$ cat config.mk
export PLATFORM = sky130hd
export DESIGN_NAME = three_way_byte_compare_unit
export DESIGN_NICKNAME = d
export VERILOG_FILES = /design/src/hw/rtl/twbc_pkg.sv /design/src/hw/rtl/three_way_byte_compare_unit.sv
export SDC_FILE = /design/constraint.sdc
export NUM_CORES = 1
export LEC_CHECK = 0
export BUFFER_PORTS_ARGS = -buffer_cell sky130_fd_sc_hd__clkbuf_2
export CORE_MARGIN = 1.5
export CORE_UTILIZATION = 55
export CTS_CLUSTER_DIAMETER = 200
export CTS_CLUSTER_SIZE = 30
export DETAILED_ROUTE_END_ITERATION = 8
export MAX_ROUTING_LAYER = met4
export PLACE_DENSITY_LB_ADDON = 0.3
export SLEW_MARGIN = 20
export SYNTH_ARGS = -nofsm -noshare
export SYNTH_HDL_FRONTEND = slang
export SYNTH_SLANG_ARGS = --single-unit
$ cat constraint.sdc
create_clock -name clk -period 13.6 [get_ports clk]
set_input_delay 2.04 -clock clk [delete_from_list [all_inputs] [get_ports clk]]
set_output_delay 2.04 -clock clk [all_outputs]
set_load 0.02 [all_outputs]
$ cat src/hw/rtl/twbc_pkg.sv
// types and constants of the three-way byte compare unit
// no dependencies; used by the top level and its checker

package twbc_pkg;

  localparam int BYTE_W = 8;
  localparam int CNT_W  = 21;
  localparam int POS_W  = 20;
  localparam int PCT_W  = 15;

  // product of consensus count and the Q7.8 percent scale
  localparam int NUM_W = CNT_W + PCT_W;

  localparam logic [CNT_W-1:0] CNT_MAX = {CNT_W{1'b1}};
  localparam logic [POS_W-1:0] POS_MAX = {POS_W{1'b1}};

  // 100 percent in Q7.8
  localparam logic [PCT_W-1:0] PCT_MAX = 15'd25600;

  // one quotient bit per divider step
  localparam int DIV_STEPS = PCT_W;
  localparam int STEP_W    = 4;

  typedef enum logic [1:0] {
    KIND_MATCH    = 2'd0,
    KIND_MISMATCH = 2'd1,
    KIND_INSERTED = 2'd2,
    KIND_DELETED  = 2'd3
  } kind_t;

endpackage

$ cat src/hw/rtl/three_way_byte_compare_unit.sv
// three-way byte compare: a non-last word goes straight into the output register on accept,
// or waits in ST_EMIT while that register is full; one word per cycle while the output side keeps up
// last word: in_ready drops through a setup step (ST_PREP), 15 steps of the restoring
// subtract/compare divider (ST_DIV) and the output load (ST_EMIT) before the statistics appear
// reset (rst, synchronous) clears the position and byte counters and empties the output;
// the counters also return to zero after every last word
// depends on twbc_pkg

module three_way_byte_compare_unit #(
  parameter logic [32:0] MAX_LENGTH = 33'd1048576
) (
  input  logic                                clk,
  input  logic                                rst,

  // input channel
  input  logic                                in_valid,
  output logic                                in_ready,
  input  logic [twbc_pkg::BYTE_W-1:0]         base_byte,
  input  logic                                has_base,
  input  logic [twbc_pkg::BYTE_W-1:0]         byte_a,
  input  logic                                has_a,
  input  logic [twbc_pkg::BYTE_W-1:0]         byte_b,
  input  logic                                has_b,
  input  logic                                last_position,

  // output channel
  output logic                                out_valid,
  input  logic                                out_ready,
  output logic [twbc_pkg::POS_W-1:0]          position,
  output twbc_pkg::kind_t                     kind,
  output logic                                final_item,
  output logic [twbc_pkg::CNT_W-1:0]          consensus_total,
  output logic [twbc_pkg::CNT_W-1:0]          conflict_total,
  output logic [twbc_pkg::PCT_W-1:0]          consensus_percent
);

  // counters stop at the smaller of the stream limit and their full range
  localparam logic [twbc_pkg::CNT_W-1:0] COUNT_CAP =
    (MAX_LENGTH < {12'd0, twbc_pkg::CNT_MAX}) ? MAX_LENGTH[twbc_pkg::CNT_W-1:0]
                                              : twbc_pkg::CNT_MAX;

  localparam logic [twbc_pkg::STEP_W-1:0] LAST_STEP =
    twbc_pkg::STEP_W'(twbc_pkg::DIV_STEPS - 1);

  typedef enum logic [1:0] {
    ST_IDLE,   // ready for a word
    ST_EMIT,   // result held, waiting for the output register
    ST_PREP,   // form the dividend
    ST_DIV     // one quotient bit per cycle
  } state_t;

  state_t state;

  // running counters
  logic [twbc_pkg::CNT_W-1:0] offset_count;
  logic [twbc_pkg::CNT_W-1:0] consensus_count;
  logic [twbc_pkg::CNT_W-1:0] conflict_count;

  // held word
  logic [twbc_pkg::POS_W-1:0] wk_position;
  twbc_pkg::kind_t            wk_kind;
  logic                       wk_last;
  logic [twbc_pkg::CNT_W-1:0] wk_cons;
  logic [twbc_pkg::CNT_W-1:0] wk_conf;
  logic [twbc_pkg::CNT_W-1:0] wk_total;

  // divider registers
  logic [twbc_pkg::CNT_W-1:0]  div_rem;
  logic [twbc_pkg::PCT_W-1:0]  div_low;
  logic [twbc_pkg::PCT_W-1:0]  quot;
  logic [twbc_pkg::STEP_W-1:0] step;

  // classification of the incoming word
  twbc_pkg::kind_t cls_kind;
  logic            agree;
  logic            clash;
  logic            eq_ba;
  logic            eq_bb;
  logic            eq_ab;

  logic [twbc_pkg::CNT_W-1:0] offset_next;
  logic [twbc_pkg::CNT_W-1:0] consensus_next;
  logic [twbc_pkg::CNT_W-1:0] conflict_next;
  logic [twbc_pkg::POS_W-1:0] cur_position;

  logic                         accept;
  logic                         out_free;
  logic [twbc_pkg::NUM_W-1:0]   numer;
  logic [twbc_pkg::CNT_W:0]     trial;
  logic [twbc_pkg::CNT_W:0]     diff;
  logic                         qbit;

  assign in_ready = (state == ST_IDLE);
  assign accept   = in_valid && in_ready;
  // output register is empty or being emptied this cycle
  assign out_free = !out_valid || out_ready;

  assign eq_ba = (base_byte == byte_a);
  assign eq_bb = (base_byte == byte_b);
  assign eq_ab = (byte_a == byte_b);

  always_comb begin
    cls_kind = twbc_pkg::KIND_MATCH;
    agree    = 1'b0;
    clash    = 1'b0;
    if (has_base && has_a && has_b) begin
      if (eq_ba && eq_bb) begin
        agree = 1'b1;
      end else if (eq_ba || eq_bb) begin
        // only one branch moved away from base
        cls_kind = twbc_pkg::KIND_MISMATCH;
      end else if (eq_ab) begin
        // both branches made the same change
        agree = 1'b1;
      end else begin
        cls_kind = twbc_pkg::KIND_MISMATCH;
        clash    = 1'b1;
      end
    end else if (!has_base && has_a && has_b) begin
      if (eq_ab) begin
        cls_kind = twbc_pkg::KIND_INSERTED;
        agree    = 1'b1;
      end else begin
        cls_kind = twbc_pkg::KIND_MISMATCH;
        clash    = 1'b1;
      end
    end else if (has_a && !has_b) begin
      cls_kind = twbc_pkg::KIND_DELETED;
    end else if (!has_a && has_b) begin
      cls_kind = twbc_pkg::KIND_INSERTED;
    end
  end

  // saturating counter updates
  always_comb begin
    offset_next    = (offset_count < COUNT_CAP) ? offset_count + 1'b1 : COUNT_CAP;
    consensus_next = consensus_count;
    conflict_next  = conflict_count;
    if (agree) begin
      consensus_next = (consensus_count < COUNT_CAP) ? consensus_count + 1'b1 : COUNT_CAP;
    end
    if (clash) begin
      conflict_next = (conflict_count < COUNT_CAP) ? conflict_count + 1'b1 : COUNT_CAP;
    end
  end

  // position sticks at its top value on very long streams
  assign cur_position = offset_count[twbc_pkg::CNT_W-1] ? twbc_pkg::POS_MAX
                                                        : offset_count[twbc_pkg::POS_W-1:0];

  // consensus * 25600 = consensus * (16 + 8 + 1) << 10
  assign numer = ({15'd0, wk_cons} << 14) + ({15'd0, wk_cons} << 13)
               + ({15'd0, wk_cons} << 10);

  // restoring divider step; quotient never exceeds 15 bits since consensus <= total
  assign trial = {div_rem, div_low[twbc_pkg::PCT_W-1]};
  assign diff  = trial - {1'b0, wk_total};
  assign qbit  = (trial >= {1'b0, wk_total});

  always_ff @(posedge clk) begin
    if (rst) begin
      state           <= ST_IDLE;
      out_valid       <= 1'b0;
      offset_count    <= '0;
      consensus_count <= '0;
      conflict_count  <= '0;
    end else begin
      if (out_valid && out_ready) begin
        out_valid <= 1'b0;
      end
      unique case (state)
        ST_IDLE: begin
          if (accept) begin
            wk_position <= cur_position;
            wk_kind     <= cls_kind;
            wk_last     <= last_position;
            if (last_position) begin
              // totals go to the divider, counters start over
              wk_cons         <= consensus_next;
              wk_conf         <= conflict_next;
              wk_total        <= offset_next;
              offset_count    <= '0;
              consensus_count <= '0;
              conflict_count  <= '0;
              state           <= ST_PREP;
            end else begin
              offset_count    <= offset_next;
              consensus_count <= consensus_next;
              conflict_count  <= conflict_next;
              if (out_free) begin
                // straight into the output register
                out_valid         <= 1'b1;
                position          <= cur_position;
                kind              <= cls_kind;
                final_item        <= 1'b0;
                consensus_total   <= '0;
                conflict_total    <= '0;
                consensus_percent <= '0;
              end else begin
                state <= ST_EMIT;
              end
            end
          end
        end
        ST_PREP: begin
          div_rem <= numer[twbc_pkg::NUM_W-1:twbc_pkg::PCT_W];
          div_low <= numer[twbc_pkg::PCT_W-1:0];
          quot    <= '0;
          step    <= '0;
          state   <= ST_DIV;
        end
        ST_DIV: begin
          div_rem <= qbit ? diff[twbc_pkg::CNT_W-1:0] : trial[twbc_pkg::CNT_W-1:0];
          div_low <= {div_low[twbc_pkg::PCT_W-2:0], 1'b0};
          quot    <= {quot[twbc_pkg::PCT_W-2:0], qbit};
          step    <= step + 1'b1;
          if (step == LAST_STEP) begin
            state <= ST_EMIT;
          end
        end
        ST_EMIT: begin
          if (out_free) begin
            out_valid         <= 1'b1;
            position          <= wk_position;
            kind              <= wk_kind;
            final_item        <= wk_last;
            consensus_total   <= wk_last ? wk_cons : '0;
            conflict_total    <= wk_last ? wk_conf : '0;
            consensus_percent <= wk_last ? quot : '0;
            state             <= ST_IDLE;
          end
        end
        default: begin
          state <= ST_IDLE;
        end
      endcase
    end
  end

endmodule

==> flow_metrics.py, run 1 <==
metrics = {
    "final_layout": {
        "num_antenna_cells": 0,
        "finalNetCount": 1536,
        "area_delta_synth_final_pct": 8.81,
        "fin_cells": 1774,
        "drive_above_1_share_pct": 14.7,
    },
    "grt": {
        "grt_pass1_wl_um": 48800,
        "use_met1_pct": 29.7,
        "antenna_found_initial": 0,
        "busiest_layer": "met2",
        "grt_usage_pct": 23.1,
        "grt_max_degree": 55,
        "gr-usage-met2_pct": 38.7,
        "met3_usage_pct": 2.22,
        "grt_overflow_total": 0,
        "grt_pass1_vias": 9827,
    },
    "placed_design": {
        "place_inst": 1753,
        "hpwl_um": 21500,
        "place_congestion": 0.879,
        "io_buffers": 113,
    },
    "power": {
        "p_per_area_nw_per_um2": 96.8,
        "power.leakage_uw": 0.00611,
        "irDropWorstVdd_uv": 103,
    },
    "timing": {
        "tns_ns": 0,
        "drv_slew": 0,
        "min_period_ns": 4.04,
        "worstMarginPinSlew_ns": 1.01,
        "slew_headroom_pct": 31.9,
        "finalClockSkew_ns": 0.0282,
        "rsz0062_at_grt": "false",
        "finalSetupViolations": 0,
        "hold_viol_final": 0,
        "min_period_over_period_pct": 29.7,
        "fmax_mhz": 247,
    },
    "synthesis": {
        "synth_edf_count": 211,
        "synth_area_leaders": "edfxtp_1 (44%), dfxtp_1 (9.1%), ha_1 (4.5%)",
        "mappedNetlistArea_um2": 14500,
        "synth_top_area_share_pct": 43.8,
        "synth.largest_area_cell": "edfxtp_1",
        "avgSynthCellArea_um2": 10.8,
        "synth_top_flop_cell": "edfxtp_1",
        "synth_common_cells": "edfxtp_1 (211), nor2_1 (141), nand2_1 (102)",
        "synth.most_common_cell": "edfxtp_1",
        "ys_ff_latch": 277,
        "ys_types": 70,
        "synth_warnings": 0,
        "yosysSeqAreaShare_pct": 52.9,
        "postSynthCellCount": 1346,
        "async_reset_ff_share_pct": 0,
        "syn_nets": 1449,
    },
    "critical_path": {
        "worstPathRequired_ns": 14.02,
        "end_kind": "flip-flop",
        "max_stage_delay_ns": 0.75,
        "cp-start-kind": "input pin",
        "r2r_start": "wk_cons[4]",
        "critPathTopFamily": "simple AND/OR/NAND/NOR gates",
        "crit_chain": "clkbuf_2 -> nor2b_1 -> nand2_1 -> nor2_1 -> o21ai_1 -> or3_1 -> o21ai_0",
        "rr_endpoint": "div_rem[19]",
        "criticalPathCategory": "in2reg",
        "cp_slowest_cell": "nor2_1",
        "critPathCapture": "conflict_count[12]",
        "startpoint": "in_valid",
        "critPathArrivalTime_ns": 4.47,
        "cp_num_cells": 7,
        "r2r_slack_ns": 9.76,
        "path_max_fanout": 15,
        "critPathBufInv": 1,
        "reg2reg_depth": 13,
    },
    "clocking": {
        "cts.sinks": 277,
        "cts_root_buf": "clkbuf_16",
        "cts_setup_buffers": 0,
        "clk_latency_ns": 0.49,
        "ctsHoldBuffers": 0,
        "cts_buffers": 13,
        "cts_resized": 0,
        "clk_path_buf_depth": 3,
        "tritoncts": "yes",
        "path_clk_slew_ns": 0.11,
        "htreeDepth": 1,
    },
    "detailed_routing": {
        "wl_per_cell_um": 17.1,
        "drc": 0,
        "antenna_left": 0,
        "firstDrtPassIters": 5,
        "drt_iter0_markers": 723,
        "viasPerCell": 5.78,
        "vias": 10254,
        "routed_wl_um": 30300,
    },
    "die": {
        "core_um2": 25900,
        "chipHeight_um": 165,
        "dieArea_um2": 27300,
        "rows": 59,
        "initial_core_util_pct": 55.9,
        "die_width_um": 165,
        "io_pins": 114,
    },
    "hold_path": {
        "hold_depth": 2,
        "min_from": "div_low[13]",
        "hp-class": "reg2reg",
    },
    "status": {
        "status": "complete, no violations",
    },
    "flow_run": {
        "maxCapViolCount": 0,
    },
}
[power breakdown]
| group | internal [uW] | switching [uW] |
|---|---|---|
| Clock | 186 | 257 |
| Sequential | 929 | 10.4 |
| Combinational | 50.0 | 92.6 |
| Total | 1170 | 360 |
[cells in the final DEF (no fill, tap or decap), types with 14 or more instances in the layout]
cell and instances:
nand2_1 102, a31oi_1 14, a21o_1 15, mux2_2 25, or2_2 25, nor3_1 31, xnor2_1 49, inv_1 50
edfxtp_1 211, nand4_1 16, o21ai_0 67, a22oi_1 38, and3_1 28, a21oi_1 67, ha_1 52, nor2_1 138
nand3_1 30, xor2_1 25, and2_1 65, buf_4 15, mux2i_1 17, fa_1 19, clkbuf_2 113, dfxtp_1 66
[tightest hold or removal path: stages (launching register included)]
cell,delay (ns)
edfxtp_1,0.34
nand2_1,0.04
nand2_1,0.05
[sequential cells by signal, indices dropped and copies added (netlist names), 2 cells and up]
register / count
div_rem: 21
consensus_total: 21
consensus_count: 21
wk_conf: 21
conflict_total: 21
quot: 15
consensus_percent: 15
wk_cons: 21
state: 2
kind: 2
div_low: 5
wk_total: 21
conflict_count: 21
position: 20
step: 4
wk_position: 20
wk_kind: 2
offset_count: 21
[cell families (layout without fill, tap and decap cells)]
family	after synthesis	after routing	share of synthesized area [%]
flip-flops	277	277	52.9
AND/OR/NAND/NOR	484	484	16.4
adder cells (fa/ha/maj)	71	71	7.12
AO/OA/AOI/OAI	292	292	13.2
XOR/XNOR	74	74	4.48
buffers and inverters	106	199	2.87
multiplexers	42	42	3.12
[per-layer routing]
layer / up-vias / wire [um]
li1: 5049 / -
met1: 4904 / 13500
met2: 252 / 14700
met3: 49 / 1140
met4: 0 / 875
met5: - / 0
[worst min-delay path by stage]
stage                     slack [ns]            endpoint
after CTS                       0.52         div_low[14]
after detailed placement        0.49         div_low[14]
after global placement          0.48  conflict_count[14]
final                           0.52         div_low[14]
after global routing            0.54   conflict_total[7]
after floorplan                 0.47  conflict_count[19]
[cell type report]
cell class / instances / area (um2)
Sequential cell: 277 / 7660
Clock inverter: 1 / 30.0
Tap cell: 335 / 419
Clock buffer: 20 / 352
Multi-Input combinational cell: 963 / 6430
Inverter: 50 / 188
Fill cell: 2155 / 10200
Timing Repair Buffer: 128 / 678
[stage by stage]
stage / hold slack, ns / total power (uW) / util (%) / cell area, um2 / setup slack, ns
detailed placement: 0.491 / 1100 / 59.3 / 15400 / 8.76
floorplan: 0.471 / 1060 / - / 14500 / 2.79
global route: 0.541 / 1580 / 60.8 / 15800 / 9.27
global placement: 0.482 / 1100 / 59.3 / 15400 / 8.91
CTS: 0.516 / 1530 / 60.8 / 15800 / 9.27
finish: 0.519 / 1530 / 60.8 / 15800 / 9.56
Power figures use the tool's default switching activity.
==> inputs of run 2 (changes only) <==
ABC_AREA = 1   (was unset)
clock period = 3.5 ns   (was 13.6 ns; I/O delays follow)
==> flow_metrics.py, run 2 <==
metrics = {
    "synthesis": {
        "synth_area_leaders": "edfxtp_1 (40%), nand2_1 (13%), dfxtp_1 (8.4%)",
        "mappedNetlistArea_um2": 15800,
        "postSynthCellCount": 1918,
        "synth_top_flop_cell": "edfxtp_1",
        "syn_nets": 2021,
        "ys_ff_latch": 277,
        "synth_warnings": 0,
        "synth_edf_count": 211,
        "async_reset_ff_share_pct": 0,
        "yosysSeqAreaShare_pct": 48.5,
        "synth.most_common_cell": "nand2_1",
        "synth_common_cells": "nand2_1 (540), nor2_1 (232), inv_1 (220)",
        "synth.largest_area_cell": "edfxtp_1",
        "ys_types": 49,
        "synth_top_area_share_pct": 40.1,
        "avgSynthCellArea_um2": 8.23,
    },
    "timing": {
        "finalClockSkew_ns": 0.0348,
        "hold_viol_final": 0,
        "rsz0062_at_grt": "false",
        "worstMarginPinSlew_ns": 0.920,
        "finalSetupViolations": 0,
        "min_period_over_period_pct": 86.9,
        "min_period_ns": 3.04,
        "drv_slew": 0,
        "setup_ws_ns": 0.457,
        "fmax_mhz": 329,
        "slew_headroom_pct": 38.6,
    },
    "critical_path": {
        "end_kind": "flip-flop",
        "max_stage_delay_ns": 0.53,
        "critPathArrivalTime_ns": 3.31,
        "criticalPathCategory": "reg2reg",
        "cp_slowest_cell": "fa_1",
        "worstPathRequired_ns": 3.76,
        "crit_chain": "inv_1 -> fa_1 -> inv_1 -> ha_1 -> fa_1 -> nand2_1 -> nand2_1 -> nand2_1 -> nand2_1 -> nand3_1 -> nand2_1 -> nand3_1 -> nand2_1 -> nand2_1 -> nand3b_1 -> nand3_1 -> nand2_1",
        "cp-start-kind": "flip-flop",
        "path_max_fanout": 4,
        "cp_common_cell": "nand2_1",
    },
    "placed_design": {
        "place_ws_ns": 0.483,
        "io_buffers": 113,
        "hpwl_um": 27700,
        "place_congestion": 0.946,
    },
    "final_layout": {
        "finalNetCount": 2107,
        "drive_above_1_share_pct": 10.2,
        "area_delta_synth_final_pct": 8.70,
        "fillerInstances": 2540,
        "layout_common_cells": "nand2_1 (538), nor2_1 (227), inv_1 (217), edfxtp_1 (211), a21oi_1 (120)",
        "final_common_cell": "nand2_1",
        "num_antenna_cells": 0,
        "final_core_util_pct": 61.3,
    },
    "grt": {
        "grt_pass1_vias": 12039,
        "grt_pass1_wl_um": 60300,
        "grt_usage_pct": 26.3,
        "grt_overflow_total": 0,
        "antenna_found_initial": 0,
        "grt_max_degree": 67,
    },
    "power": {
        "p_seq_share_pct": 54.4,
        "sw_frac_of_total_pct": 30.0,
        "irDropWorstVdd_uv": 389,
        "clkPwrFrac_pct": 24.4,
        "p_int_uw": 5000,
        "total_power_uw": 7130,
        "power.leakage_uw": 0.00724,
        "combPwrFrac_pct": 21.1,
        "p_per_area_nw_per_um2": 416,
        "power_switching_uw": 2140,
    },
    "detailed_routing": {
        "viasPerCell": 5.38,
        "vias": 12859,
        "wl_per_cell_um": 15.4,
        "drt_iter0_markers": 999,
        "routed_wl_um": 36900,
        "drc": 0,
        "antenna_left": 0,
        "firstDrtPassIters": 5,
    },
    "clocking": {
        "ctsHoldBuffers": 0,
        "path_clk_slew_ns": 0.12,
        "clk_latency_ns": 0.51,
        "cts_resized": 0,
        "clk_path_buf_depth": 3,
        "cts_setup_buffers": 0,
        "tritoncts": "yes",
        "cts_buffers": 13,
        "htreeDepth": 1,
        "cts.sinks": 277,
        "cts_root_buf": "clkbuf_16",
    },
    "die": {
        "dieArea_um2": 29700,
        "rows": 61,
        "initial_core_util_pct": 56.3,
        "core_um2": 28000,
        "io_pins": 114,
        "die_width_um": 172,
        "chipHeight_um": 172,
    },
    "hold_path": {
        "hp-class": "in2reg",
    },
    "status": {
        "status": "complete, no violations",
    },
    "flow_run": {
        "maxCapViolCount": 0,
    },
}
[run 2: cell type report]
cell class | count | area (um2) | share of cell area, %
Sequential cell | 277 | 7660 | 44.6
Clock buffer | 20 | 352 | 2.05
Inverter | 223 | 853 | 4.97
Clock inverter | 2 | 38.8 | 0.226
Tap cell | 378 | 473 | 2.76
Multi-Input combinational cell | 1358 | 7070 | 41.2
Timing Repair Buffer | 131 | 713 | 4.16
[run 2: final timing paths]
check	start	endpoint	slack (ns)	cells after the start
max	wk_cons[4]	div_rem[11]	0.46	17
min	last_position	wk_last	0.27	1
max reg2reg	wk_cons[4]	div_rem[11]	0.46	17
min reg2reg	offset_count[5]	offset_count[5]	0.49	2
[run 2: power by group through the flow]
stage          logic, uW  clock network, uW  registers (uW)
6_report            1510               1740            3880
5_1_grt             1680               1880            3910
4_1_cts             1520               1790            3890
3_5_place_dp        1510                  0            3960
3_3_place_gp        1500                  0            3950
2_1_floorplan        912                  0            4100
[run 2: per-stage QoR]
stage | hold WS, ns | setup TNS, ns | area [um2] | cells
finish | 0.274 | 0 | 17200 | 2389
global route | 0.270 | 0 | 17200 | 2389
CTS | 0.265 | 0 | 17200 | 2389
detailed placement | 0.475 | 0 | 16800 | 2367
global placement | 0.468 | 0 | 16800 | 2367
floorplan | 0.459 | -28.82 | 15800 | 1918
[run 2: kinds of logic after synthesis]
kind of cell             share of synthesized area, %
buffers and inverters                            7.11
AND/OR/NAND/NOR                                  26.5
flip-flops                                       48.5
adder cells (fa/ha/maj)                          6.53
AO/OA/AOI/OAI                                    8.81
XOR/XNOR                                         2.55
[run 2: per-layer routing]
layer	wire, um	global-route usage, %
met2	16900	41.4
met4	747	5.71
met3	2150	3.11
met5	0	-
met1	17200	36.8
[run 2: critical path: cells and delay by family, from the launching register on]
family,cells,cell delay [ns]
and+or+nand+nor,12,1.05
adders and majority gates,3,1.18
DFF,1,0.44
buffers and inverters,2,0.14
==> inputs of run 3 (changes only) <==
MAX_ROUTING_LAYER = unset   (was met4)
==> flow_metrics.py, run 3 (synthesis results as in run 2) <==
metrics = {
    "critical_path": {
        "cp-start-kind": "flip-flop",
        "r2r_slack_ns": 0.45,
        "critPathArrivalTime_ns": 3.33,
        "criticalPathCategory": "reg2reg",
        "path_max_fanout": 6,
        "reg2reg_depth": 11,
        "r2r_start": "wk_cons[8]",
        "end_kind": "flip-flop",
        "worstPathRequired_ns": 3.77,
        "rr_endpoint": "div_rem[16]",
    },
    "hold_path": {
        "holdPathEnd": "wk_last",
        "hp-class": "in2reg",
        "min_from": "last_position",
        "hold_depth": 1,
    },
    "power": {
        "power.leakage_uw": 0.00725,
        "p_int_uw": 5000,
        "combPwrFrac_pct": 21.1,
        "p_seq_share_pct": 54.3,
        "clkPwrFrac_pct": 24.6,
        "p_per_area_nw_per_um2": 416,
        "irDropWorstVdd_uv": 566,
        "sw_frac_of_total_pct": 30.0,
        "power_switching_uw": 2150,
    },
    "timing": {
        "finalClockSkew_ns": 0.0417,
        "min_period_over_period_pct": 87.3,
        "min_period_ns": 3.05,
        "rsz0062_at_grt": "false",
        "whs_ns": 0.270,
        "fmax_mhz": 327,
        "slew_headroom_pct": 38.1,
        "drv_slew": 0,
        "worstMarginPinSlew_ns": 0.928,
        "finalSetupViolations": 0,
        "tns_ns": 0,
        "hold_viol_final": 0,
    },
    "final_layout": {
        "fillerInstances": 2516,
        "final_common_cell": "nand2_1",
        "num_antenna_cells": 0,
        "finalNetCount": 2107,
        "drive_above_1_share_pct": 10.2,
        "area_delta_synth_final_pct": 8.78,
        "design_area_um2": 17200,
        "fin_cells": 2389,
        "layout_common_cells": "nand2_1 (538), nor2_1 (227), inv_1 (217), edfxtp_1 (211), a21oi_1 (120)",
    },
    "grt": {
        "antenna_found_initial": 0,
        "grt_max_degree": 64,
        "grt_overflow_total": 0,
        "grt_pass1_vias": 11959,
        "grt_pass1_wl_um": 59100,
        "grt_usage_pct": 25.1,
    },
    "die": {
        "die_width_um": 172,
        "chipHeight_um": 172,
        "rows": 61,
        "core_um2": 28000,
        "initial_core_util_pct": 56.3,
        "dieArea_um2": 29700,
        "io_pins": 114,
    },
    "clocking": {
        "tritoncts": "yes",
        "cts.sinks": 277,
        "cts_buffers": 13,
        "htreeDepth": 1,
        "clk_path_buf_depth": 3,
        "cts_setup_buffers": 0,
        "path_clk_slew_ns": 0.12,
        "clk_latency_ns": 0.52,
        "cts_root_buf": "clkbuf_16",
        "cts_resized": 0,
        "ctsHoldBuffers": 0,
    },
    "detailed_routing": {
        "antenna_left": 0,
        "vias": 12771,
        "firstDrtPassIters": 6,
        "wl_per_cell_um": 15.3,
        "drc": 0,
        "routed_wl_um": 36500,
        "drt_iter0_markers": 1102,
        "viasPerCell": 5.35,
    },
    "placed_design": {
        "place_area_um2": 16800,
        "io_buffers": 113,
        "place_congestion": 0.959,
        "place_inst": 2367,
        "hpwl_um": 27200,
    },
    "flow_run": {
        "maxCapViolCount": 0,
    },
    "status": {
        "status": "complete, no violations",
    },
}
==> run 3: cell count changes in the layout (fill, tap and decap cells not counted) <==
cell    delta
buf_4      -1
buf_12     +1
==> run 3: cell type report <==
class | count | area [um2] | area share (%)
Sequential cell | 277 | 7660 | 44.6
Multi-Input combinational cell | 1358 | 7070 | 41.2
Inverter | 223 | 853 | 4.97
Timing Repair Buffer | 131 | 726 | 4.23
Tap cell | 378 | 473 | 2.75
Clock buffer | 20 | 352 | 2.05
Clock inverter | 2 | 38.8 | 0.226
==> run 3: critical path, cell delays in order, from the launching register on <==
cell,delay [ns]
edfxtp_1,0.54
fa_1,0.48
ha_1,0.40
nand2_1,0.15
o21ai_0,0.25
nor2_1,0.12
o21ai_0,0.44
nand2_1,0.18
nand2_1,0.11
nand2_1,0.06
nand3_1,0.06
nand2_1,0.05
==> run 3: worst max-delay path by stage <==
stage	startpoint	endpoint	slack [ns]	cells after the start
2_1_floorplan	in_valid	conflict_total[0]	-0.36	4
3_3_place_gp	wk_cons[7]	div_rem[9]	0.45	9
3_5_place_dp	wk_cons[5]	div_rem[16]	0.49	11
4_1_cts	wk_cons[5]	div_rem[16]	0.51	11
5_1_grt	wk_cons[4]	div_rem[11]	0.27	17
6_report	wk_cons[8]	div_rem[16]	0.45	11
==> run 3: power groups by stage <==
| stage | logic [uW] | registers (uW) | clock network (uW) |
|---|---|---|---|
| CTS | 1520 | 3890 | 1810 |
| floorplan | 912 | 4100 | 0 |
| detailed placement | 1510 | 3960 | 0 |
| global route | 1690 | 3910 | 1880 |
| global placement | 1490 | 3950 | 0 |
| finish | 1510 | 3880 | 1760 |
==> run 3: per-layer routing <==
| layer | track usage (%) | wire length (um) | share of wire, % |
|---|---|---|---|
| met3 | 3.32 | 2100 | 5.8 |
| met5 | 0 | 0 | 0 |
| met2 | 40.7 | 16500 | 45 |
| met1 | 35.3 | 16800 | 46 |
| met4 | 7.30 | 992 | 2.7 |
==> run 3: per-stage QoR <==
step / setup WS, ns / power, uW / utilization [%]
6_report: 0.446 / 7150 / 61.3
5_1_grt: 0.272 / 7480 / 61.3
4_1_cts: 0.506 / 7210 / 61.3
3_5_place_dp: 0.488 / 5460 / 59.9
3_3_place_gp: 0.448 / 5440 / 59.9
2_1_floorplan: -0.360 / 5010 / -
